## config.mk

```make
export PLATFORM = sky130hd
export DESIGN_NAME = battery_level_filter
export DESIGN_NICKNAME = d
export VERILOG_FILES = /design/src/blf_pkg.sv /design/src/blf_div.sv /design/src/blf_datapath.sv /design/src/blf_ctrl.sv /design/src/battery_level_filter.sv
export SDC_FILE = /design/constraint.sdc
export NUM_CORES = 1
export LEC_CHECK = 0
export BUFFER_PORTS_ARGS = -buffer_cell sky130_fd_sc_hd__clkbuf_2
export CORE_ASPECT_RATIO = 0.9
export CORE_MARGIN = 3
export CORE_UTILIZATION = 30
export CTS_CLUSTER_SIZE = 16
export DETAILED_ROUTE_END_ITERATION = 6
export PLACE_DENSITY = 0.48
export SLEW_MARGIN = 20
export SYNTH_ARGS = -nofsm -noshare
export SYNTH_HDL_FRONTEND = slang
export SYNTH_SLANG_ARGS = --single-unit
```

## constraint.sdc

```tcl
create_clock -name i_clk -period 9.2 [get_ports i_clk]
set_input_delay 0.46 -clock i_clk [delete_from_list [all_inputs] [get_ports i_clk]]
set_output_delay 0.46 -clock i_clk [all_outputs]
set_load 0.03 [all_outputs]
```

## src/blf_pkg.sv

```systemverilog
package blf_pkg;

    localparam int NUM_W = 22;  // magnitude of (5*sample - adc_low) * 100
    localparam int DEN_W = 15;  // magnitude of the span
    localparam int PCT_W = 7;

    localparam logic [PCT_W-1:0] PCT_MAX    = 7'd100;
    localparam logic [PCT_W-1:0] LAST_RESET = 7'd101;
    localparam logic [PCT_W-1:0] LVL_LOW    = 7'd20;
    localparam logic [PCT_W-1:0] LVL_MID    = 7'd40;

    localparam logic [14:0] ADC_LOW_RST  = 15'd2400;
    localparam logic [14:0] ADC_HIGH_RST = 15'd4200;
    localparam logic [6:0]  OUTLIER_RST  = 7'd10;

    // register indexes
    localparam logic [1:0] REG_ADC_LOW  = 2'd0;
    localparam logic [1:0] REG_ADC_HIGH = 2'd1;
    localparam logic [1:0] REG_OUTLIER  = 2'd2;

    // mean divisor selects
    localparam logic [1:0] SEL_BURST = 2'd1;
    localparam logic [1:0] SEL_HIST  = 2'd2;

    // level classes
    localparam logic [1:0] CLS_CHARGING = 2'd0;
    localparam logic [1:0] CLS_LOW      = 2'd1;
    localparam logic [1:0] CLS_MID      = 2'd2;
    localparam logic [1:0] CLS_HIGH     = 2'd3;

    typedef struct packed {
        logic [11:0] raw_sample;
        logic        charging;
    } t_in;

    typedef struct packed {
        logic [6:0] level_percent;
        logic       level_changed;
        logic [1:0] level_class;
    } t_out;

    typedef struct packed {
        logic       load_in;
        logic       div_start;
        logic [1:0] div_sel;
        logic       wr_sample;
        logic       rd;
        logic       pass2;
        logic       mean_ld;
        logic       hist_shift;
        logic       hrot;
        logic       level_ld;
        logic       emit;
    } t_cmd;

    typedef struct packed {
        logic div_done;
        logic burst_last;
        logic idx_last;
        logic hidx_last;
        logic out_free;
    } t_sts;

endpackage

```

## src/blf_div.sv

```systemverilog
module blf_div (
    input  logic                        i_clk,
    input  logic                        i_rst_n,
    input  logic                        i_start,
    input  logic [blf_pkg::NUM_W-1:0]   i_num,
    input  logic [blf_pkg::DEN_W-1:0]   i_den,
    output logic                        o_done,
    output logic [blf_pkg::NUM_W-1:0]   o_quo
);

    localparam int CNT_W = $clog2(blf_pkg::NUM_W + 1);

    logic                        r_busy;
    logic                        r_done;
    logic [CNT_W-1:0]            r_cnt;
    logic [blf_pkg::NUM_W-1:0]   r_quo;
    logic [blf_pkg::DEN_W-1:0]   r_rem;
    logic [blf_pkg::DEN_W-1:0]   r_den;
    logic [blf_pkg::DEN_W:0]     trial;
    logic                        ge;

    // one quotient bit a cycle, restoring
    assign trial = {r_rem, r_quo[blf_pkg::NUM_W-1]};
    assign ge    = trial >= {1'b0, r_den};

    always_ff @(posedge i_clk) begin
        if (!i_rst_n) begin
            r_busy <= 1'b0;
            r_done <= 1'b0;
            r_cnt  <= '0;
        end else begin
            r_done <= 1'b0;
            if (i_start) begin
                r_busy <= 1'b1;
                r_cnt  <= CNT_W'(blf_pkg::NUM_W);
            end else if (r_busy) begin
                r_cnt <= r_cnt - 1'b1;
                if (r_cnt == CNT_W'(1)) begin
                    r_busy <= 1'b0;
                    r_done <= 1'b1;
                end
            end
        end
    end

    always_ff @(posedge i_clk) begin
        if (i_start) begin
            r_quo <= i_num;
            r_den <= i_den;
            r_rem <= '0;
        end else if (r_busy) begin
            r_quo <= {r_quo[blf_pkg::NUM_W-2:0], ge};
            r_rem <= ge ? blf_pkg::DEN_W'(trial - {1'b0, r_den})
                        : trial[blf_pkg::DEN_W-1:0];
        end
    end

    assign o_done = r_done;
    assign o_quo  = r_quo;

endmodule

```

## src/blf_datapath.sv

```systemverilog
module blf_datapath #(
    parameter int BURST_LEN   = 10,
    parameter int HISTORY_LEN = 10
) (
    input  logic                 i_clk,
    input  logic                 i_rst_n,
    input  blf_pkg::t_cmd        i_cmd,
    output blf_pkg::t_sts        o_sts,
    input  blf_pkg::t_in         i_in_data,
    input  logic [14:0]          i_adc_low,
    input  logic [14:0]          i_adc_high,
    input  logic [6:0]           i_outlier_limit,
    output logic                 o_out_valid,
    input  logic                 i_out_stall,
    output blf_pkg::t_out        o_out_data
);

    localparam int MAXL   = (BURST_LEN > HISTORY_LEN) ? BURST_LEN : HISTORY_LEN;
    localparam int IDX_W  = $clog2(MAXL);
    localparam int BIDX_W = $clog2(BURST_LEN);
    localparam int SUM_W  = $clog2(100 * MAXL + 1);
    localparam int RSH    = 17;
    localparam int PRD_W  = SUM_W + RSH;
    // reciprocals rounded up; exact for any sum of up to 32 percent values
    localparam logic [RSH-1:0] RCP_B = RSH'((2 ** RSH + BURST_LEN - 1) / BURST_LEN);
    localparam logic [RSH-1:0] RCP_H = RSH'((2 ** RSH + HISTORY_LEN - 1) / HISTORY_LEN);

    logic [BIDX_W-1:0]          r_cnt;
    logic [IDX_W-1:0]           r_idx;
    logic [SUM_W-1:0]           r_sum;
    logic [14:0]                r_v;
    logic                       r_chg;
    logic [6:0]                 r_mean;
    logic [6:0]                 r_level;
    logic [6:0]                 r_last;
    logic                       r_use_hist;
    logic                       r_rd_v;
    logic [6:0]                 r_rdata;
    logic                       r_out_valid;
    blf_pkg::t_out              r_out;
    logic [6:0]                 mem [BURST_LEN];
    logic [6:0]                 r_hist [HISTORY_LEN];

    logic [15:0]                nd;
    logic [15:0]                dd;
    logic [14:0]                nmag;
    logic [14:0]                dmag;
    logic [blf_pkg::NUM_W-1:0]  pnum;
    logic [blf_pkg::NUM_W-1:0]  quo;
    logic                       div_done;
    logic [6:0]                 pct;
    logic [6:0]                 dev;
    logic [6:0]                 term;
    logic [1:0]                 cls;
    logic [RSH-1:0]             rcp;
    logic [PRD_W-1:0]           prod;
    logic [6:0]                 avg;

    // signed numerator and span, sign in bit 15
    assign nd   = {1'b0, r_v} - {1'b0, i_adc_low};
    assign dd   = {1'b0, i_adc_high} - {1'b0, i_adc_low};
    assign nmag = nd[15] ? 15'(-nd) : nd[14:0];
    assign dmag = dd[15] ? 15'(-dd) : dd[14:0];
    assign pnum = blf_pkg::NUM_W'(nmag) * blf_pkg::NUM_W'(100);

    blf_div u_div (
        .i_clk   (i_clk),
        .i_rst_n (i_rst_n),
        .i_start (i_cmd.div_start),
        .i_num   (pnum),
        .i_den   (dmag),
        .o_done  (div_done),
        .o_quo   (quo)
    );

    // mean of the running sum by reciprocal multiplication
    assign rcp  = (i_cmd.div_sel == blf_pkg::SEL_HIST) ? RCP_H : RCP_B;
    assign prod = PRD_W'(r_sum) * PRD_W'(rcp);
    assign avg  = prod[RSH +: 7];

    // truncation toward zero: opposite signs give zero; equal span is a step; above 100 clamps to 100
    always_comb begin
        priority if (dd == '0) begin
            pct = (r_v >= i_adc_low) ? blf_pkg::PCT_MAX : '0;
        end else if (nd == '0 || (nd[15] ^ dd[15])) begin
            pct = '0;
        end else if (quo > blf_pkg::NUM_W'(blf_pkg::PCT_MAX)) begin
            pct = blf_pkg::PCT_MAX;
        end else begin
            pct = quo[6:0];
        end
    end

    assign dev  = (r_rdata > r_mean) ? r_rdata - r_mean : r_mean - r_rdata;
    assign term = (i_cmd.pass2 && dev >= i_outlier_limit) ? r_mean : r_rdata;

    always_comb begin
        priority if (r_chg) begin
            cls = blf_pkg::CLS_CHARGING;
        end else if (r_level < blf_pkg::LVL_LOW) begin
            cls = blf_pkg::CLS_LOW;
        end else if (r_level < blf_pkg::LVL_MID) begin
            cls = blf_pkg::CLS_MID;
        end else begin
            cls = blf_pkg::CLS_HIGH;
        end
    end

    // burst buffer
    always_ff @(posedge i_clk) begin
        if (i_cmd.wr_sample) begin
            mem[r_cnt] <= pct;
        end
        if (i_cmd.rd) begin
            r_rdata <= mem[r_idx[BIDX_W-1:0]];
        end
    end

    always_ff @(posedge i_clk) begin
        if (!i_rst_n) begin
            r_cnt       <= '0;
            r_idx       <= '0;
            r_sum       <= '0;
            r_rd_v      <= 1'b0;
            r_use_hist  <= 1'b0;
            r_last      <= blf_pkg::LAST_RESET;
            r_out_valid <= 1'b0;
            for (int i = 0; i < HISTORY_LEN; i++) begin
                r_hist[i] <= '0;
            end
        end else begin
            r_rd_v <= i_cmd.rd;
            if (i_cmd.wr_sample) begin
                r_cnt <= (r_cnt == BIDX_W'(BURST_LEN - 1)) ? '0 : r_cnt + 1'b1;
            end
            priority if (i_cmd.wr_sample || i_cmd.mean_ld || i_cmd.hist_shift) begin
                r_idx <= '0;
                r_sum <= '0;
            end else begin
                if (i_cmd.rd || i_cmd.hrot) begin
                    r_idx <= r_idx + 1'b1;
                end
                if (r_rd_v) begin
                    r_sum <= r_sum + SUM_W'(term);
                end else if (i_cmd.hrot) begin
                    r_sum <= r_sum + SUM_W'(r_hist[HISTORY_LEN-1]);
                end
            end
            // shift the new mean in, or rotate once per summing step
            if (i_cmd.hist_shift) begin
                r_use_hist <= r_hist[HISTORY_LEN-2] != '0;
                r_hist[0]  <= r_mean;
                for (int i = 1; i < HISTORY_LEN; i++) begin
                    r_hist[i] <= r_hist[i-1];
                end
            end else if (i_cmd.hrot) begin
                r_hist[0] <= r_hist[HISTORY_LEN-1];
                for (int i = 1; i < HISTORY_LEN; i++) begin
                    r_hist[i] <= r_hist[i-1];
                end
            end
            if (i_cmd.emit) begin
                r_out_valid <= 1'b1;
                r_last      <= r_level;
            end else if (!i_out_stall) begin
                r_out_valid <= 1'b0;
            end
        end
    end

    always_ff @(posedge i_clk) begin
        if (i_cmd.load_in) begin
            r_v   <= 15'(i_in_data.raw_sample) * 15'd5;
            r_chg <= i_in_data.charging;
        end
        if (i_cmd.mean_ld) begin
            r_mean <= avg;
        end
        if (i_cmd.level_ld) begin
            r_level <= r_use_hist ? avg : r_mean;
        end
        if (i_cmd.emit) begin
            r_out.level_percent <= r_level;
            r_out.level_changed <= r_level != r_last;
            r_out.level_class   <= cls;
        end
    end

    assign o_sts.div_done   = div_done;
    assign o_sts.burst_last = r_cnt == BIDX_W'(BURST_LEN - 1);
    assign o_sts.idx_last   = r_idx == IDX_W'(BURST_LEN - 1);
    assign o_sts.hidx_last  = r_idx == IDX_W'(HISTORY_LEN - 1);
    assign o_sts.out_free   = !r_out_valid || !i_out_stall;

    assign o_out_valid = r_out_valid;
    assign o_out_data  = r_out;

endmodule

```

## src/blf_ctrl.sv

```systemverilog
module blf_ctrl (
    input  logic          i_clk,
    input  logic          i_rst_n,
    input  logic          i_in_valid,
    output logic          o_in_stall,
    input  blf_pkg::t_sts i_sts,
    output blf_pkg::t_cmd o_cmd
);

    localparam logic [3:0] S_IDLE      = 4'd0;
    localparam logic [3:0] S_PDIV_GO   = 4'd1;
    localparam logic [3:0] S_PDIV_WAIT = 4'd2;
    localparam logic [3:0] S_P1        = 4'd3;
    localparam logic [3:0] S_P1_END    = 4'd4;
    localparam logic [3:0] S_M1        = 4'd5;
    localparam logic [3:0] S_P2        = 4'd6;
    localparam logic [3:0] S_P2_END    = 4'd7;
    localparam logic [3:0] S_M2        = 4'd8;
    localparam logic [3:0] S_HSHIFT    = 4'd9;
    localparam logic [3:0] S_HSUM      = 4'd10;
    localparam logic [3:0] S_HMEAN     = 4'd11;
    localparam logic [3:0] S_EMIT      = 4'd12;

    logic [3:0] r_state;
    logic [3:0] n_state;
    logic       in_take;

    assign o_in_stall = r_state != S_IDLE;
    assign in_take    = i_in_valid && (r_state == S_IDLE);

    always_comb begin
        n_state = r_state;
        o_cmd   = '0;
        unique case (r_state)
            S_IDLE: begin
                if (in_take) begin
                    o_cmd.load_in = 1'b1;
                    n_state       = S_PDIV_GO;
                end
            end
            S_PDIV_GO: begin
                o_cmd.div_start = 1'b1;
                n_state         = S_PDIV_WAIT;
            end
            S_PDIV_WAIT: begin
                if (i_sts.div_done) begin
                    o_cmd.wr_sample = 1'b1;
                    n_state         = i_sts.burst_last ? S_P1 : S_IDLE;
                end
            end
            S_P1: begin
                o_cmd.rd = 1'b1;
                if (i_sts.idx_last) begin
                    n_state = S_P1_END;
                end
            end
            S_P1_END: begin
                n_state = S_M1;
            end
            S_M1: begin
                o_cmd.div_sel = blf_pkg::SEL_BURST;
                o_cmd.mean_ld = 1'b1;
                n_state       = S_P2;
            end
            S_P2: begin
                o_cmd.rd    = 1'b1;
                o_cmd.pass2 = 1'b1;
                if (i_sts.idx_last) begin
                    n_state = S_P2_END;
                end
            end
            S_P2_END: begin
                o_cmd.pass2 = 1'b1;
                n_state     = S_M2;
            end
            S_M2: begin
                o_cmd.div_sel = blf_pkg::SEL_BURST;
                o_cmd.mean_ld = 1'b1;
                n_state       = S_HSHIFT;
            end
            S_HSHIFT: begin
                o_cmd.hist_shift = 1'b1;
                n_state          = S_HSUM;
            end
            S_HSUM: begin
                o_cmd.hrot = 1'b1;
                if (i_sts.hidx_last) begin
                    n_state = S_HMEAN;
                end
            end
            S_HMEAN: begin
                o_cmd.div_sel  = blf_pkg::SEL_HIST;
                o_cmd.level_ld = 1'b1;
                n_state        = S_EMIT;
            end
            S_EMIT: begin
                // hold until the output register can take the word
                if (i_sts.out_free) begin
                    o_cmd.emit = 1'b1;
                    n_state    = S_IDLE;
                end
            end
            default: begin
                n_state = S_IDLE;
            end
        endcase
    end

    always_ff @(posedge i_clk) begin
        if (!i_rst_n) begin
            r_state <= S_IDLE;
        end else begin
            r_state <= n_state;
        end
    end

    a_take_starts: assert property (@(posedge i_clk) disable iff (!i_rst_n)
        in_take |=> r_state == S_PDIV_GO)
        else $error("accepted word did not start the percent division");

    a_done_waited: assert property (@(posedge i_clk) disable iff (!i_rst_n)
        i_sts.div_done |-> r_state == S_PDIV_WAIT)
        else $error("divider finished outside the wait state");

    a_emit_free: assert property (@(posedge i_clk) disable iff (!i_rst_n)
        o_cmd.emit |-> i_sts.out_free)
        else $error("result emitted over an untaken word");

endmodule

```

## src/battery_level_filter.sv

```systemverilog
// Non-closing sample: the input stays stalled from accept until the 22-step
// restoring divider for the percent has finished and the sample is stored.
// Burst-closing sample: the stall also covers two walks over the burst buffer and
// one over the history; the means use a reciprocal multiply. Emitting also waits
// while the previous output word sits stalled.
// Reset (synchronous, active low) restores register defaults, empties the burst,
// clears the history and sets the last level to 101; no clearing pass.
module battery_level_filter #(
    parameter int BURST_LEN   = 10,
    parameter int HISTORY_LEN = 10
) (
    input  logic          i_clk,
    input  logic          i_rst_n,
    input  logic          i_in_valid,
    output logic          o_in_stall,
    input  blf_pkg::t_in  i_in_data,
    output logic          o_out_valid,
    input  logic          i_out_stall,
    output blf_pkg::t_out o_out_data,
    input  logic          psel,
    input  logic          penable,
    input  logic          pwrite,
    input  logic [3:0]    paddr,
    input  logic [31:0]   pwdata,
    output logic [31:0]   prdata,
    output logic          pready
);

    logic [14:0]   r_adc_low;
    logic [14:0]   r_adc_high;
    logic [6:0]    r_outlier;
    logic [1:0]    reg_idx;
    blf_pkg::t_cmd cmd;
    blf_pkg::t_sts sts;

    assign pready  = 1'b1;
    assign reg_idx = paddr[3:2];

    always_ff @(posedge i_clk) begin
        if (!i_rst_n) begin
            r_adc_low  <= blf_pkg::ADC_LOW_RST;
            r_adc_high <= blf_pkg::ADC_HIGH_RST;
            r_outlier  <= blf_pkg::OUTLIER_RST;
        end else if (psel && penable && pwrite) begin
            unique case (reg_idx)
                blf_pkg::REG_ADC_LOW:  r_adc_low  <= pwdata[14:0];
                blf_pkg::REG_ADC_HIGH: r_adc_high <= pwdata[14:0];
                blf_pkg::REG_OUTLIER:  r_outlier  <= pwdata[6:0];
                default: ;
            endcase
        end
    end

    always_comb begin
        unique case (reg_idx)
            blf_pkg::REG_ADC_LOW:  prdata = 32'(r_adc_low);
            blf_pkg::REG_ADC_HIGH: prdata = 32'(r_adc_high);
            blf_pkg::REG_OUTLIER:  prdata = 32'(r_outlier);
            default:               prdata = '0;
        endcase
    end

    blf_ctrl u_ctrl (
        .i_clk      (i_clk),
        .i_rst_n    (i_rst_n),
        .i_in_valid (i_in_valid),
        .o_in_stall (o_in_stall),
        .i_sts      (sts),
        .o_cmd      (cmd)
    );

    blf_datapath #(
        .BURST_LEN   (BURST_LEN),
        .HISTORY_LEN (HISTORY_LEN)
    ) u_dp (
        .i_clk           (i_clk),
        .i_rst_n         (i_rst_n),
        .i_cmd           (cmd),
        .o_sts           (sts),
        .i_in_data       (i_in_data),
        .i_adc_low       (r_adc_low),
        .i_adc_high      (r_adc_high),
        .i_outlier_limit (r_outlier),
        .o_out_valid     (o_out_valid),
        .i_out_stall     (i_out_stall),
        .o_out_data      (o_out_data)
    );

endmodule
```

After elaboration in Yosys (flattened, before gate mapping)
Memories as Yosys holds them, arrays and structs flattened. A register that Yosys moved wholly into a read port is not among the register bits. Cells that the tools add are included.

Memories kept: 2. Word-level logic and storage cells: 206. Output and inout bits: 45. Register bits: 168. Bits of input ports: 56. Memory bits (writable): 140.

Memories: u_dp.mem (depth 10, width 7, rd ports 1, clocked after memory_dff 1, wr ports 1, RTL line blf_datapath.sv:41) `logic [6:0] mem [BURST_LEN];`; u_dp.r_hist (depth 10, width 7, rd ports 10, clocked after memory_dff 0, wr ports 10, RTL line blf_datapath.sv:42) `logic [6:0] r_hist [HISTORY_LEN];`.

Bitwise gates (word level): 23. Reduce and logical (&&, ||, !) cells: 30. Muxes and demuxes: 77. Equality and inequality tests: 25. Order comparisons: 7. Multiply operators: 3. Add/sub/neg operators: 12.

Operators with widths (count): two-way mux 7 bit (27); one-hot mux 4 bit (13 select lines) (1); two-way mux 15 bit (3); one-hot mux 15 bit (3 select lines) (1); two-way mux 22 bit (2); zero test 16 bit (2); subtractor 15 x 15 -> 16 bit (2); two-way mux 1 bit (31); negation 15 bit (2); == test 4 bit, second input constant (7); two-way mux 4 bit (7); greater-than comparator 22 x 7 -> 1 bit, second input constant (1); multiplier 10 x 12 -> 22 bit, second input constant (1); adder 10 x 7 -> 10 bit (2); multiplier 15 x 5 -> 20 bit, second input constant (1); two-way mux 10 bit (2); bitwise OR 1 bit (20); == test 4 x 3 -> 1 bit, second input constant (4); greater-or-equal comparator 16 x 15 -> 1 bit (1); greater-or-equal comparator 15 bit (1); multiplier 12 x 3 -> 15 bit, second input constant (1); subtractor 15 bit (1); subtractor 7 bit (2); OR reduction 2 bit (6); other kinds (29) (49).

Depth between registers and ports, before layout
Gate-level depths: netlist of the first run.

Depth after elaboration: 7. Mapped depth: 31. Mapped depth without buffers: 31.

Modules after synthesis
Synthesis of the first run repeated with hierarchy kept, for this count alone.

Cell total of the unflattened synthesis: 1974. Area total of the unflattened synthesis: 20880.0 um2.

Modules (own cells, without submodules): blf_datapath (area each 15294.7 um2, cells an instance 1400, instances 1); blf_div (area each 3244.4 um2, cells an instance 301, instances 1); battery_level_filter (area each 1929.4 um2, cells an instance 213, instances 1); blf_ctrl (area each 411.6 um2, cells an instance 60, instances 1).

Worst setup path after synthesis of the first run
No wires, ideal clock.

Kind: register to register. Start: reg u_dp.r_mean[1]. End: reg u_dp.r_sum[8]. Stages on the path, launching flop included: 30. Arrival: 5.358 ns. Buffers on the path: 0. Setup slack: 3.714 ns. Path through: edfxtp_1 -> ha_1 -> a21oi_1 -> o21bai_1 -> a21o_1 -> a21o_1 -> a211oi_1 -> nor2_1 -> mux2i_1 -> xnor2_1 -> ha_1 -> a21o_1 -> a21o_1 -> a21o_1 -> a211o_1 -> o2111ai_2 -> mux2i_1 -> a21oi_1 -> ha_1 -> inv_1 -> fa_1 -> nor2b_1 -> o21ai_0 -> nand2b_1 -> a21oi_1 -> o21bai_1 -> a21oi_1 -> nor3b_1 -> xnor2_1 -> nor2_1.

Longest elaborated chain between the ends: 7. Elaborated cells between the ends (all ways): 9.

Ends and longest elaborated chain: start: declaration (RTL line blf_datapath.sv:33) `logic [6:0] r_mean;`; start signal: assignment (RTL line blf_datapath.sv:177) `r_mean <= avg;`; subtractor 7 bit or greater-than comparator 7 bit (tied branches) (RTL line blf_datapath.sv:94) `assign dev = (r_rdata > r_mean) ? r_rdata - r_mean : r_mean - r_rdata;`; two-way mux 7 bit (RTL line blf_datapath.sv:94); greater-or-equal comparator 7 bit (RTL line blf_datapath.sv:95) `assign term = (i_cmd.pass2 && dev >= i_outlier_limit) ? r_mean : r_rdata;`; logical AND 1 bit (RTL line blf_datapath.sv:95); two-way mux 7 bit (*) (RTL line blf_datapath.sv:95); adder 10 x 7 -> 10 bit (*) (RTL line blf_datapath.sv:144) `r_sum <= r_sum + SUM_W'(term);`; two-way mux 10 bit (*) (RTL line blf_datapath.sv:143) `if (r_rd_v) begin`; end signal: assignment (RTL line blf_datapath.sv:144); end signal: assignment (RTL line blf_datapath.sv:146) `r_sum <= r_sum + SUM_W'(r_hist[HISTORY_LEN-1]);`; end: declaration (RTL line blf_datapath.sv:30) `logic [SUM_W-1:0] r_sum;`.

Mark *: on every way between the ends. The rest lies on a longest branch, timed or not. A chain may end at the register's enable or synchronous reset.

Worst setup path after layout of the first run
Start: reg r_adc_low[1]. End: reg u_dp.u_div.r_quo (netlist bit u_dp.u_div.o_quo[21]) (data pin).

Longest elaborated chain between the ends: 5.

Ends and longest elaborated chain: start: declaration (RTL line battery_level_filter.sv:29) `logic [14:0] r_adc_low;`; start signal: assignment (RTL line battery_level_filter.sv:41) `r_adc_low <= blf_pkg::ADC_LOW_RST;`; start signal: assignment (RTL line battery_level_filter.sv:46) `blf_pkg::REG_ADC_LOW: r_adc_low <= pwdata[14:0];`; subtractor 15 x 15 -> 16 bit (*) (RTL line blf_datapath.sv:60) `assign nd = {1'b0, r_v} - {1'b0, i_adc_low};`; negation 15 bit (RTL line blf_datapath.sv:62) `assign nmag = nd[15] ? 15'(-nd) : nd[14:0];`; two-way mux 15 bit (*) (RTL line blf_datapath.sv:62); multiplier 15 x 5 -> 20 bit (*) (RTL line blf_datapath.sv:64) `assign pnum = blf_pkg::NUM_W'(nmag) * blf_pkg::NUM_W'(100);`; two-way mux 22 bit (*) (RTL line blf_div.sv:47) `if (i_start) begin`; end signal: assignment (RTL line blf_div.sv:48) `r_quo <= i_num;`; end signal: assignment (RTL line blf_div.sv:52) `r_quo <= {r_quo[blf_pkg::NUM_W-2:0], ge};`; end: declaration (RTL line blf_div.sv:16) `logic [blf_pkg::NUM_W-1:0] r_quo;`.

Marks and branches as above.

==> run summary, run 1 <==
Status: finished clean
Post-DP Area: 21500 um2
Post-layout util: 0.343
Antenna Cells: 0
Pleak: 9.67 nW
RSZ-0062 raised after global routing: no
CTS buffer count: 39
Pre-Repair DR Iteration Count: 7
Switching part of the total: 0.418
Post-Syn Instances: 1955
Detail Placement HPWL: 35200 um
I/O Buffers: 63
Cell Area, Synth: 20400 um2
#FFs+latches synth: 315
Final Power: 7.81 mW
Syn_area_per_cell: 10.4 um2
Place WS: 2.61 ns
H-tree depth: 2
Share of cells above drive strength 1: 0.0966
Synth Flop Type: edfxtp_1
Tmin final: 6.69 ns
Max-slew violation count: 0
Clock transition at path regs: 0.06 ns
Worst R2R End: u_dp.u_div.o_quo[21]$_DFFE_PP_
Max VDD drop: 0.463 mV
FP Rows: 89
Logic gate share of total power: 0.562
First-pass GRT wire length: 74400 um
Via density: 4.82
Inst Count DP: 2820
Setup ws final: 2.51 ns
Worst-margin pin slew: 1.01 ns
TritonCTS clock tree: built
Tot GR Track Use: 0.132
Setup crit end kind: flop
Chip height: 253 um
Critical-path maximum fanout: 18
Worst Clk Skew: 0.0166 ns
CTS resizes: 0
Critical Path Source Type: flop
Final setup viols: 0
Data required, critical path: 9.50 ns
Clock sink count: 315
Synth-to-Final Area Change: 11.9%
Initial antenna violation count: 1
Pwr Density: 343 nW/um2
Yosys warning count: 0
Core Region: 66400 um2
Synth unique cells: 85
Detail Route Antenna Nets: 0
Max-cap viol count: 0
Finished Cell Area: 22800 um2
Post-synth EDFFs: 222
Worst r2r src: r_adc_low[1]$_SDFFE_PN0P_
Final Hold Fails: 0
Worst hold-check path type: in -> reg
DRC viols: 0
Hold endpoint: u_dp.r_chg$_DFFE_PP_
Sequential share of power: 0.244
Fmax: 149 MHz
Bufs on Longest Clock Path: 3
Total negative setup slack: 0 ns
Fill count: 6661
I/O pin count: 101
Hold Crit Depth: 1
Clk network pwr share: 0.194
Vias in the first global route: 13500
CP arrival: 6.99 ns
Grt ovf: 0
Sequential fraction of the synthesis area: 0.419
DRT Wirelength: 47100 um
Asr flop ratio synth: 0
Initial core utilization: 0.307
Crit Path Class: reg -> reg
Slew HR: 0.325
Reg2Reg Depth: 23
CTS Root Cell: clkbuf_16
Routed WL per cell: 16.3 um
Initial DRC count: 840
# nets final: 2304
Sw Pwr: 3.26 mW
Vias: 13900
Hold wc startpoint: i_in_data[0]
Worst-skew pair later-pin latency: 0.57 ns
Finished Layout Cells: 2893
Hold slack: 0.0958 ns
Total setup buffers inserted after CTS: 0
GP Congestion: 0.851
Internal power: 4.54 mW
CTS Hold Buffers Added: 0
Die Area: 71100 um2
Pin count of the biggest net entering global routing: 73
Die width: 281 um
Worst reg2reg setup slack: 2.51 ns
Period Utilization, post-route: 0.727
==> final cells by class <==
| cell class | count | area [um2] | area share |
|---|---|---|---|
| multi-input combinational | 1398 | 10900 | 0.477 |
| sequential | 315 | 8530 | 0.374 |
| tap | 864 | 1080 | 0.0474 |
| clock buffer | 48 | 1030 | 0.0452 |
| inverter | 167 | 627 | 0.0275 |
| timing repair buffer | 77 | 424 | 0.0186 |
| clock inverter | 24 | 230 | 0.0101 |
==> registers in the layout (all words and copies together) (netlist names), 7 cells and up <==
register,count
u_dp.r_v,15
u_dp.r_last,7
u_dp.u_div.r_rem,15
u_dp.u_div.o_quo,22
u_dp.r_mean,7
u_dp.o_out_data,10
r_adc_low,15
u_dp.r_rdata,7
u_dp.r_sum,10
u_dp.r_level,7
u_dp.r_hist,70
r_outlier,7
u_dp.u_div.r_den,15
r_adc_high,15
u_dp.mem,70
==> power by group through the flow <==
stage	registers, mW	logic, mW	clock network [mW]
2_1_floorplan	1.86	3.57	0
3_3_place_gp	1.93	4.39	0
3_5_place_dp	1.93	4.40	0
4_1_cts	1.90	4.44	1.58
5_1_grt	1.92	5.03	1.63
6_report	1.90	4.39	1.52
==> worst max-delay path: stages (launching register included) <==
cell      delay [ns]
dfxtp_1         0.56
inv_1           0.29
ha_1            0.37
nand2b_1        0.14
a21oi_1         0.12
o21ai_1         0.26
o31ai_1         0.16
a31oi_2         0.70
o21ai_0         0.24
xnor2_1         0.46
ha_1            0.33
ha_1            0.29
inv_1           0.05
fa_1            0.49
inv_1           0.05
ha_1            0.34
a21o_1          0.18
a21oi_1         0.26
a21oi_1         0.11
a211o_1         0.27
a211oi_1        0.35
a21oi_1         0.14
xnor2_1         0.17
o21ai_0         0.08
==> cells by family after synthesis <==
| group | after synthesis | share of synthesized area |
|---|---|---|
| AOI/OAI and AO/OA | 401 | 0.131 |
| xor gates and xnor gates | 123 | 0.0533 |
| adders and majority gates | 250 | 0.169 |
| buffers and inverters | 258 | 0.0527 |
| DFF | 315 | 0.419 |
| muxes | 70 | 0.0432 |
| other | 2 | 0.000369 |
| and+or+nand+nor | 536 | 0.131 |
==> worst max-delay path by stage <==
stage / start / to / slack [ns] / cells past startpoint
final: r_adc_low[1]$_SDFFE_PN0P_ / u_dp.u_div.o_quo[21]$_DFFE_PP_ / 2.51 / 23
after global routing: r_adc_low[1]$_SDFFE_PN0P_ / u_dp.u_div.o_quo[20]$_DFFE_PP_ / 1.98 / 23
after CTS: r_adc_low[1]$_SDFFE_PN0P_ / u_dp.u_div.o_quo[20]$_DFFE_PP_ / 2.58 / 23
after detailed placement: r_adc_low[1]$_SDFFE_PN0P_ / u_dp.u_div.o_quo[20]$_DFFE_PP_ / 2.61 / 23
after global placement: r_adc_low[1]$_SDFFE_PN0P_ / u_dp.u_div.o_quo[21]$_DFFE_PP_ / 2.69 / 23
after floorplan: u_dp.r_mean[1]$_DFFE_PP_ / u_dp.r_sum[8]$_SDFFE_PP0P_ / 3.71 / 29
==> per-layer routing <==
layer  part of all wire  global-route usage
met2               0.41               0.188
met3              0.041              0.0220
met1               0.53               0.203
met4              0.025              0.0389
met5                  0                   0
==> synth_stat cells, drive strengths merged, types with 19 or more instances <==
cell | number | share of area
nor2b | 36 | 0.011
dfxtp | 93 | 0.091
edfxtp | 222 | 0.33
nand2 | 171 | 0.032
a211oi | 19 | 0.0080
ha | 207 | 0.13
xor2 | 48 | 0.021
fa | 43 | 0.042
nor3 | 22 | 0.0054
clkbuf | 61 | 0.011
a21boi | 33 | 0.012
a21o | 48 | 0.018
buf | 29 | 0.0091
a21oi | 109 | 0.028
and2 | 72 | 0.022
xnor2 | 75 | 0.033
inv | 165 | 0.030
nor2 | 107 | 0.020
nand3 | 40 | 0.0098
o21ai | 88 | 0.022
mux2i | 53 | 0.026
==> placed cells by master (no fill, tap or decap), types with 21 or more instances in the layout <==
| cell | synthesis | final |
|---|---|---|
| o21ai_0 | 60 | 60 |
| xor2_1 | 48 | 48 |
| nor2b_1 | 36 | 36 |
| mux2i_1 | 53 | 53 |
| a21boi_0 | 32 | 32 |
| o21ai_1 | 27 | 27 |
| dfxtp_1 | 93 | 93 |
| clkbuf_16 | 0 | 39 |
| a21oi_1 | 103 | 103 |
| ha_1 | 207 | 207 |
| a21o_1 | 47 | 47 |
| inv_1 | 165 | 165 |
| edfxtp_1 | 222 | 222 |
| nor2_1 | 106 | 106 |
| nand3_1 | 40 | 40 |
| nand2_1 | 170 | 170 |
| clkbuf_2 | 0 | 63 |
| fa_1 | 43 | 43 |
| and2_1 | 72 | 72 |
| nor3_1 | 22 | 21 |
| xnor2_1 | 74 | 74 |
Note: power is estimated with default switching activity, not from simulation.
==> run 2: changes to the inputs <==
==> constraint.sdc (replaced) <==
create_clock -name i_clk -period 6.7 [get_ports i_clk]
set_input_delay 0.335 -clock i_clk [delete_from_list [all_inputs] [get_ports i_clk]]
set_output_delay 0.335 -clock i_clk [all_outputs]
set_load 0.03 [all_outputs]
==> run 2 against run 1 <==
Non-clock buffer count up 3. Utilization up 0.087 points. First-iteration DRC count down 12%. Critical path depth down 1. Die area unchanged. Flip-flop and latch count unchanged. Critical path type unchanged. Largest cell class unchanged.
==> run summary, run 2 (synthesis results as in run 1) <==
Pre-Repair DR Iteration Count: 5 (was 7)
Place WS: 0.541 ns (was 2.61 ns)
Pwr Density: 470 nW/um2 (was 343 nW/um2)
Vias in the first global route: 13500 (about the same)
Initial DRC count: 743 (was 840)
Grt met2 use: 0.193 (was 0.188)
GR Layer Usage met3: 0.0277 (was 0.0220)
Detail Placement HPWL: 35400 um (was 35200 um)
GP Congestion: 0.870 (was 0.851)
Setup crit end kind: flop (unchanged)
Total negative setup slack: 0 ns (unchanged)
Max-slew violation count: 0 (unchanged)
Data required, critical path: 7.00 ns (was 9.50 ns)
Finished Cell Area: 22800 um2 (about the same)
Hold wc startpoint: i_in_data[1] (was i_in_data[0])
CP cell instances: inv_1 -> ha_1 -> nand3_1 -> a21oi_1 -> o21ai_1 -> o31ai_1 -> a31oi_2 -> nor2b_1 -> xnor2_1 -> ha_1 -> ha_1 -> fa_1 -> ha_1 -> a21o_1 -> a21o_1 -> a21oi_1 -> o21ai_1 -> a41oi_1 -> a21oi_1 -> a21oi_1 -> xor2_1 -> o21ai_0 (was inv_1 -> ha_1 -> nand2b_1 -> a21oi_1 -> o21ai_1 -> o31ai_1 -> a31oi_2 -> o21ai_0 -> xnor2_1 -> ha_1 -> ha_1 -> inv_1 -> fa_1 -> inv_1 -> ha_1 -> a21o_1 -> a21oi_1 -> a21oi_1 -> a211o_1 -> a211oi_1 -> a21oi_1 -> xnor2_1 -> o21ai_0)
Finished Layout Cells: 2894 (was 2893)
RSZ-0062 raised after global routing: no (unchanged)
Die Area: 71100 um2 (unchanged)
Setup ws final: 0.532 ns (was 2.51 ns)
DRT Wirelength: 47100 um (about the same)
I/O Buffers: 63 (unchanged)
Max VDD drop: 0.597 mV (was 0.463 mV)
Fmax: 162 MHz (was 149 MHz)
Worst r2r src: r_adc_low[4]$_SDFFE_PN0P_ (was r_adc_low[1]$_SDFFE_PN0P_)
Share of cells above drive strength 1: 0.0980 (was 0.0966)
Final Hold Fails: 0 (unchanged)
Status: finished clean (unchanged)
Bufs on Longest Clock Path: 3 (unchanged)
Worst-skew pair later-pin latency: 0.57 ns (about the same)
Final setup viols: 0 (unchanged)
Tmin final: 6.17 ns (was 6.69 ns)
Initial antenna violation count: 1 (unchanged)
Inst Count DP: 2820 (unchanged)
FP Rows: 89 (unchanged)
Core Region: 66400 um2 (unchanged)
Grt ovf: 0 (unchanged)
First-pass GRT wire length: 74700 um (was 74400 um)
Met1 Use GR: 0.199 (was 0.203)
Tot GR Track Use: 0.133 (was 0.132)
DRC viols: 0 (unchanged)
Die width: 281 um (unchanged)
Worst Path Buf+Inv: 1 (was 3)
Clock transition at path regs: 0.06 ns (about the same)
Max-cap viol count: 0 (unchanged)
CTS buffer count: 38 (was 39)
Final Power: 10.7 mW (was 7.81 mW)
Pleak: 9.70 nW (was 9.67 nW)
# nets final: 2306 (was 2304)
Critical Path Source Type: flop (unchanged)
Slew HR: 0.347 (was 0.325)
Worst Clk Skew: 0.0137 ns (was 0.0166 ns)
Clock sink count: 315 (unchanged)
TritonCTS clock tree: built (unchanged)
Commonest non-fill, non-tap cell in the layout: edfxtp_1 (unchanged)
CP arrival: 6.47 ns (was 6.99 ns)
Pin count of the biggest net entering global routing: 73 (unchanged)
Crit Path Class: reg -> reg (unchanged)
Top Usage Layer GRT: met1 (unchanged)
Critical-path maximum fanout: 10 (was 18)
Max stage delay on crit path: 0.48 ns (was 0.70 ns)
Most frequent cells in the layout: edfxtp_1 (222), ha_1 (207), nand2_1 (170), inv_1 (165), nor2_1 (106) (unchanged)
Worst-margin pin slew: 0.980 ns (was 1.01 ns)
Critical Path Start: r_adc_low[4]$_SDFFE_PN0P_ (was r_adc_low[1]$_SDFFE_PN0P_)
Vias: 14000 (was 13900)
Period Utilization, post-route: 0.921 (was 0.727)
Synth-to-Final Area Change: 12.2% (was 11.9%)
CTS Root Cell: clkbuf_16 (unchanged)
Initial core utilization: 0.307 (unchanged)
Chip height: 253 um (unchanged)
CP max stage cell: ha_1 (was a31oi_2)
Detail Route Antenna Nets: 0 (unchanged)
I/O pin count: 101 (unchanged)
CP top delay family: compound AO/OA/AOI/OAI gates (unchanged)
Antenna Cells: 0 (unchanged)
Post-DP Area: 21500 um2 (about the same)
Fill count: 6642 (was 6661)
Worst hold-check path type: in -> reg (unchanged)
Via density: 4.83 (was 4.82)
Routed WL per cell: 16.3 um (about the same)
H-tree depth: 2 (unchanged)
## run 2: cell types whose count changed in the layout (fill, tap and decap cells not counted), sizes merged
cell,previous run,this run
clkbuf,111,112
inv,167,168
clkinvlp,1,2
dlygate4sd3,0,3
clkinv,20,15
## run 2: routing by layer
metal,share of wire,wire (um)
met1,0.52,24700
met2,0.41,19200
met3,0.045,2120
met4,0.023,1080
met5,0.00036,17
## run 2: final timing paths
kind | end | slack (ns) | cells past startpoint
setup reg to reg | u_dp.u_div.o_quo[20]$_DFFE_PP_ | 0.53 | 22
hold / removal | u_dp.r_v[0]$_DFFE_PP_ | 0.03 | 1
setup / recovery | u_dp.u_div.o_quo[20]$_DFFE_PP_ | 0.53 | 22
hold reg to reg | u_dp.u_div.r_rem[2]$_SDFFE_PP0P_ | 0.48 | 2
## run 2: stage by stage
| step | hold WS (ns) | utilization |
|---|---|---|
| finish | 0.0328 | 0.344 |
| global route | 0.0168 | 0.344 |
| CTS | 0.000794 | 0.344 |
| detailed placement | 0.469 | 0.324 |
| global placement | 0.465 | 0.324 |
| floorplan | 0.434 | - |
## run 2: power by group
group,total [mW],switching [mW],internal [mW]
combinational,6.05,3.44,2.61
clock,2.09,0.855,1.23
sequential,2.60,0.167,2.44
## run 2: final cells by class
| type | instances | area (um2) | area share |
|---|---|---|---|
| multi-input cells | 1398 | 10900 | 0.477 |
| clock buffers | 49 | 1040 | 0.0457 |
| well taps | 864 | 1080 | 0.0473 |
| inverters | 167 | 627 | 0.0274 |
| clock inverters | 21 | 224 | 0.00980 |
| repair buffers | 80 | 454 | 0.0199 |
| flip-flops and latches | 315 | 8530 | 0.373 |
## run 2: worst reg2reg max path, delay by kind of cell, from the launching register on
family                     cells  cell delay, ns
DFF                            1            0.36
buffers and inverters          1            0.18
and+or+nand+nor                2            0.36
adders and majority gates      5            1.93
xor gates and xnor gates       2            0.43
AOI/OAI and AO/OA             12            2.64
## run 2: repair_timing
action,in CTS,in global routing
resized for setup,0,1
endpoints found under the setup margin,0,2
hold buffers,3,0
buffers inserted,0,0
endpoints found under the hold margin,3,0
==> run 3: changes to the inputs <==
==> constraint.sdc (replaced) <==
create_clock -name i_clk -period 7.66 [get_ports i_clk]
set_input_delay 0.383 -clock i_clk [delete_from_list [all_inputs] [get_ports i_clk]]
set_output_delay 0.383 -clock i_clk [all_outputs]
set_load 0.03 [all_outputs]
==> run 3 against run 2 <==
Cell area is 0.56% lower. Cell count decreased by 0.10%. Non-clock buffer count down 2. Utilization is 0.19 points lower. Sequential power is 12% lower. Largest cell class unchanged. Clock skew grew 0.0083 ns. Power decreased by 14%. Hold slack better by 0.043 ns. Combinational power fell by 13%. Clock-buffer cell count shrank 5. Via count fell by 0.64%. Highest routed layer is now met4. Register-to-register slack better by 0.77 ns.
==> run summary, run 3 (synthesis results as in run 1) <==
Tot GR Track Use: 0.132 (was 0.133)
Most frequent cells in the layout: edfxtp_1 (222), ha_1 (207), nand2_1 (170), inv_1 (165), nor2_1 (106) (unchanged)
Critical-path maximum fanout: 18 (was 10)
Chip height: 253 um (unchanged)
RSZ-0062 raised after global routing: no (unchanged)
Via density: 4.80 (was 4.83)
Post-layout util: 0.342 (was 0.344)
Setup crit end kind: flop (unchanged)
CP most frequent cell: ha_1
Worst Path Buf+Inv: 3 (was 1)
Bufs on Longest Clock Path: 3 (unchanged)
Clock sink count: 315 (unchanged)
CTS resizes: 0 (unchanged)
Max-slew violation count: 0 (unchanged)
Final Hold Fails: 0 (unchanged)
Total setup buffers inserted after CTS: 0 (unchanged)
Data required, critical path: 7.95 ns (was 7.00 ns)
Commonest non-fill, non-tap cell in the layout: edfxtp_1 (unchanged)
# nets final: 2303 (was 2306)
I/O Buffers: 63 (unchanged)
CP top delay family: compound AO/OA/AOI/OAI gates (unchanged)
Total negative setup slack: 0 ns (unchanged)
H-tree depth: 2 (unchanged)
Die width: 281 um (unchanged)
Vias in the first global route: 13400 (was 13500)
Pre-Repair DR Iteration Count: 5 (unchanged)
Initial core utilization: 0.307 (unchanged)
Pwr Density: 408 nW/um2 (was 470 nW/um2)
Core Region: 66400 um2 (unchanged)
Clock transition at path regs: 0.06 ns (about the same)
Initial antenna violation count: 1 (unchanged)
Slew HR: 0.265 (was 0.347)
Die Area: 71100 um2 (unchanged)
CTS buffer count: 37 (was 38)
DRC viols: 0 (unchanged)
Final setup viols: 0 (unchanged)
Setup ws final: 1.30 ns (was 0.532 ns)
Detail Route Antenna Nets: 0 (unchanged)
Post-DP Area: 21500 um2 (about the same)
Period Utilization, post-route: 0.830 (was 0.921)
Initial DRC count: 963 (was 743)
CTS Hold Buffers Added: 1 (was 3)
Vias: 13900 (was 14000)
Place WS: 1.33 ns (was 0.541 ns)
Detail Placement HPWL: 35000 um (was 35400 um)
Worst hold-check path type: in -> reg (unchanged)
Max VDD drop: 0.614 mV (was 0.597 mV)
Grt ovf: 0 (unchanged)
Routed WL per cell: 16.2 um (was 16.3 um)
Worst Clk Skew: 0.0220 ns (was 0.0137 ns)
Tmin final: 6.36 ns (was 6.17 ns)
Crit Path Class: reg -> reg (unchanged)
I/O pin count: 101 (unchanged)
CTS Root Cell: clkbuf_16 (unchanged)
Max stage delay on crit path: 0.69 ns (was 0.48 ns)
Synth-to-Final Area Change: 11.5% (was 12.2%)
Final Power: 9.27 mW (was 10.7 mW)
GP Congestion: 0.827 (was 0.870)
Status: finished clean (unchanged)
Fmax: 157 MHz (was 162 MHz)
CP arrival: 6.65 ns (was 6.47 ns)
DRT Wirelength: 47000 um (was 47100 um)
Critical Path Source Type: flop (unchanged)
First-pass GRT wire length: 74100 um (was 74700 um)
Finished Cell Area: 22700 um2 (was 22800 um2)
Pin count of the biggest net entering global routing: 73 (unchanged)
Pleak: 9.63 nW (was 9.70 nW)
CP cell instances: inv_1 -> ha_1 -> a21oi_2 -> o211ai_1 -> o21ai_1 -> o31ai_1 -> a31oi_2 -> o21ai_0 -> xnor2_1 -> ha_1 -> ha_1 -> inv_1 -> fa_1 -> inv_1 -> ha_1 -> a21o_1 -> a21oi_1 -> a21oi_1 -> a211o_1 -> a211oi_1 -> a21oi_1 -> xnor2_1 -> o21ai_0 (was inv_1 -> ha_1 -> nand3_1 -> a21oi_1 -> o21ai_1 -> o31ai_1 -> a31oi_2 -> nor2b_1 -> xnor2_1 -> ha_1 -> ha_1 -> fa_1 -> ha_1 -> a21o_1 -> a21o_1 -> a21oi_1 -> o21ai_1 -> a41oi_1 -> a21oi_1 -> a21oi_1 -> xor2_1 -> o21ai_0)
Worst-margin pin slew: 1.10 ns (was 0.980 ns)
TritonCTS clock tree: built (unchanged)
Worst-skew pair later-pin latency: 0.57 ns (about the same)
CP max stage cell: a31oi_2 (was ha_1)
Share of cells above drive strength 1: 0.0948 (was 0.0980)
Max-cap viol count: 0 (unchanged)
FP Rows: 89 (unchanged)
==> run 3: stage by stage <==
step | instances | hold WS, ns
finish | 2891 | 0.0759
detailed placement | 2821 | 0.465
global placement | 2820 | 0.467
global route | 2890 | 0.0734
floorplan | 1971 | 0.445
CTS | 2890 | 0.0432
==> run 3: metal layers <==
layer  GRT usage  up-vias  part of all wire
li1            -     6964                 -
met1       0.201     6650              0.53
met4      0.0364        0             0.020
met2       0.191      222              0.41
met5           0        -                 0
met3      0.0215       55             0.043
==> run 3: worst paths after layout <==
| check | startpoint | end | slack [ns] | cells after the start |
|---|---|---|---|---|
| max | r_adc_low[6]$_SDFFE_PN1P_ | u_dp.u_div.o_quo[21]$_DFFE_PP_ | 1.30 | 23 |
| min | i_in_data[1] | u_dp.r_v[0]$_DFFE_PP_ | 0.08 | 1 |
| max reg2reg | r_adc_low[6]$_SDFFE_PN1P_ | u_dp.u_div.o_quo[21]$_DFFE_PP_ | 1.30 | 23 |
| min reg2reg | u_dp.u_div.r_rem[3]$_SDFFE_PP0P_ | u_dp.u_div.r_rem[3]$_SDFFE_PP0P_ | 0.47 | 2 |
==> run 3: report_power, final <==
part	internal [mW]	leakage [nW]	switching, mW
sequential	2.13	2.84	0.153
clock	0.984	0.571	0.736
combinational	2.28	6.21	2.99
==> run 3: area by class of cell <==
type | count | area (um2)
Timing Repair Buffer | 78 | 438
Inverter | 167 | 627
Tap cell | 864 | 1080
Clock inverter | 24 | 194
Antenna cell | 1 | 2.50
Sequential cell | 315 | 8530
Multi-Input combinational cell | 1398 | 10900
Fill cell | 6676 | 43700
Clock buffer | 44 | 973
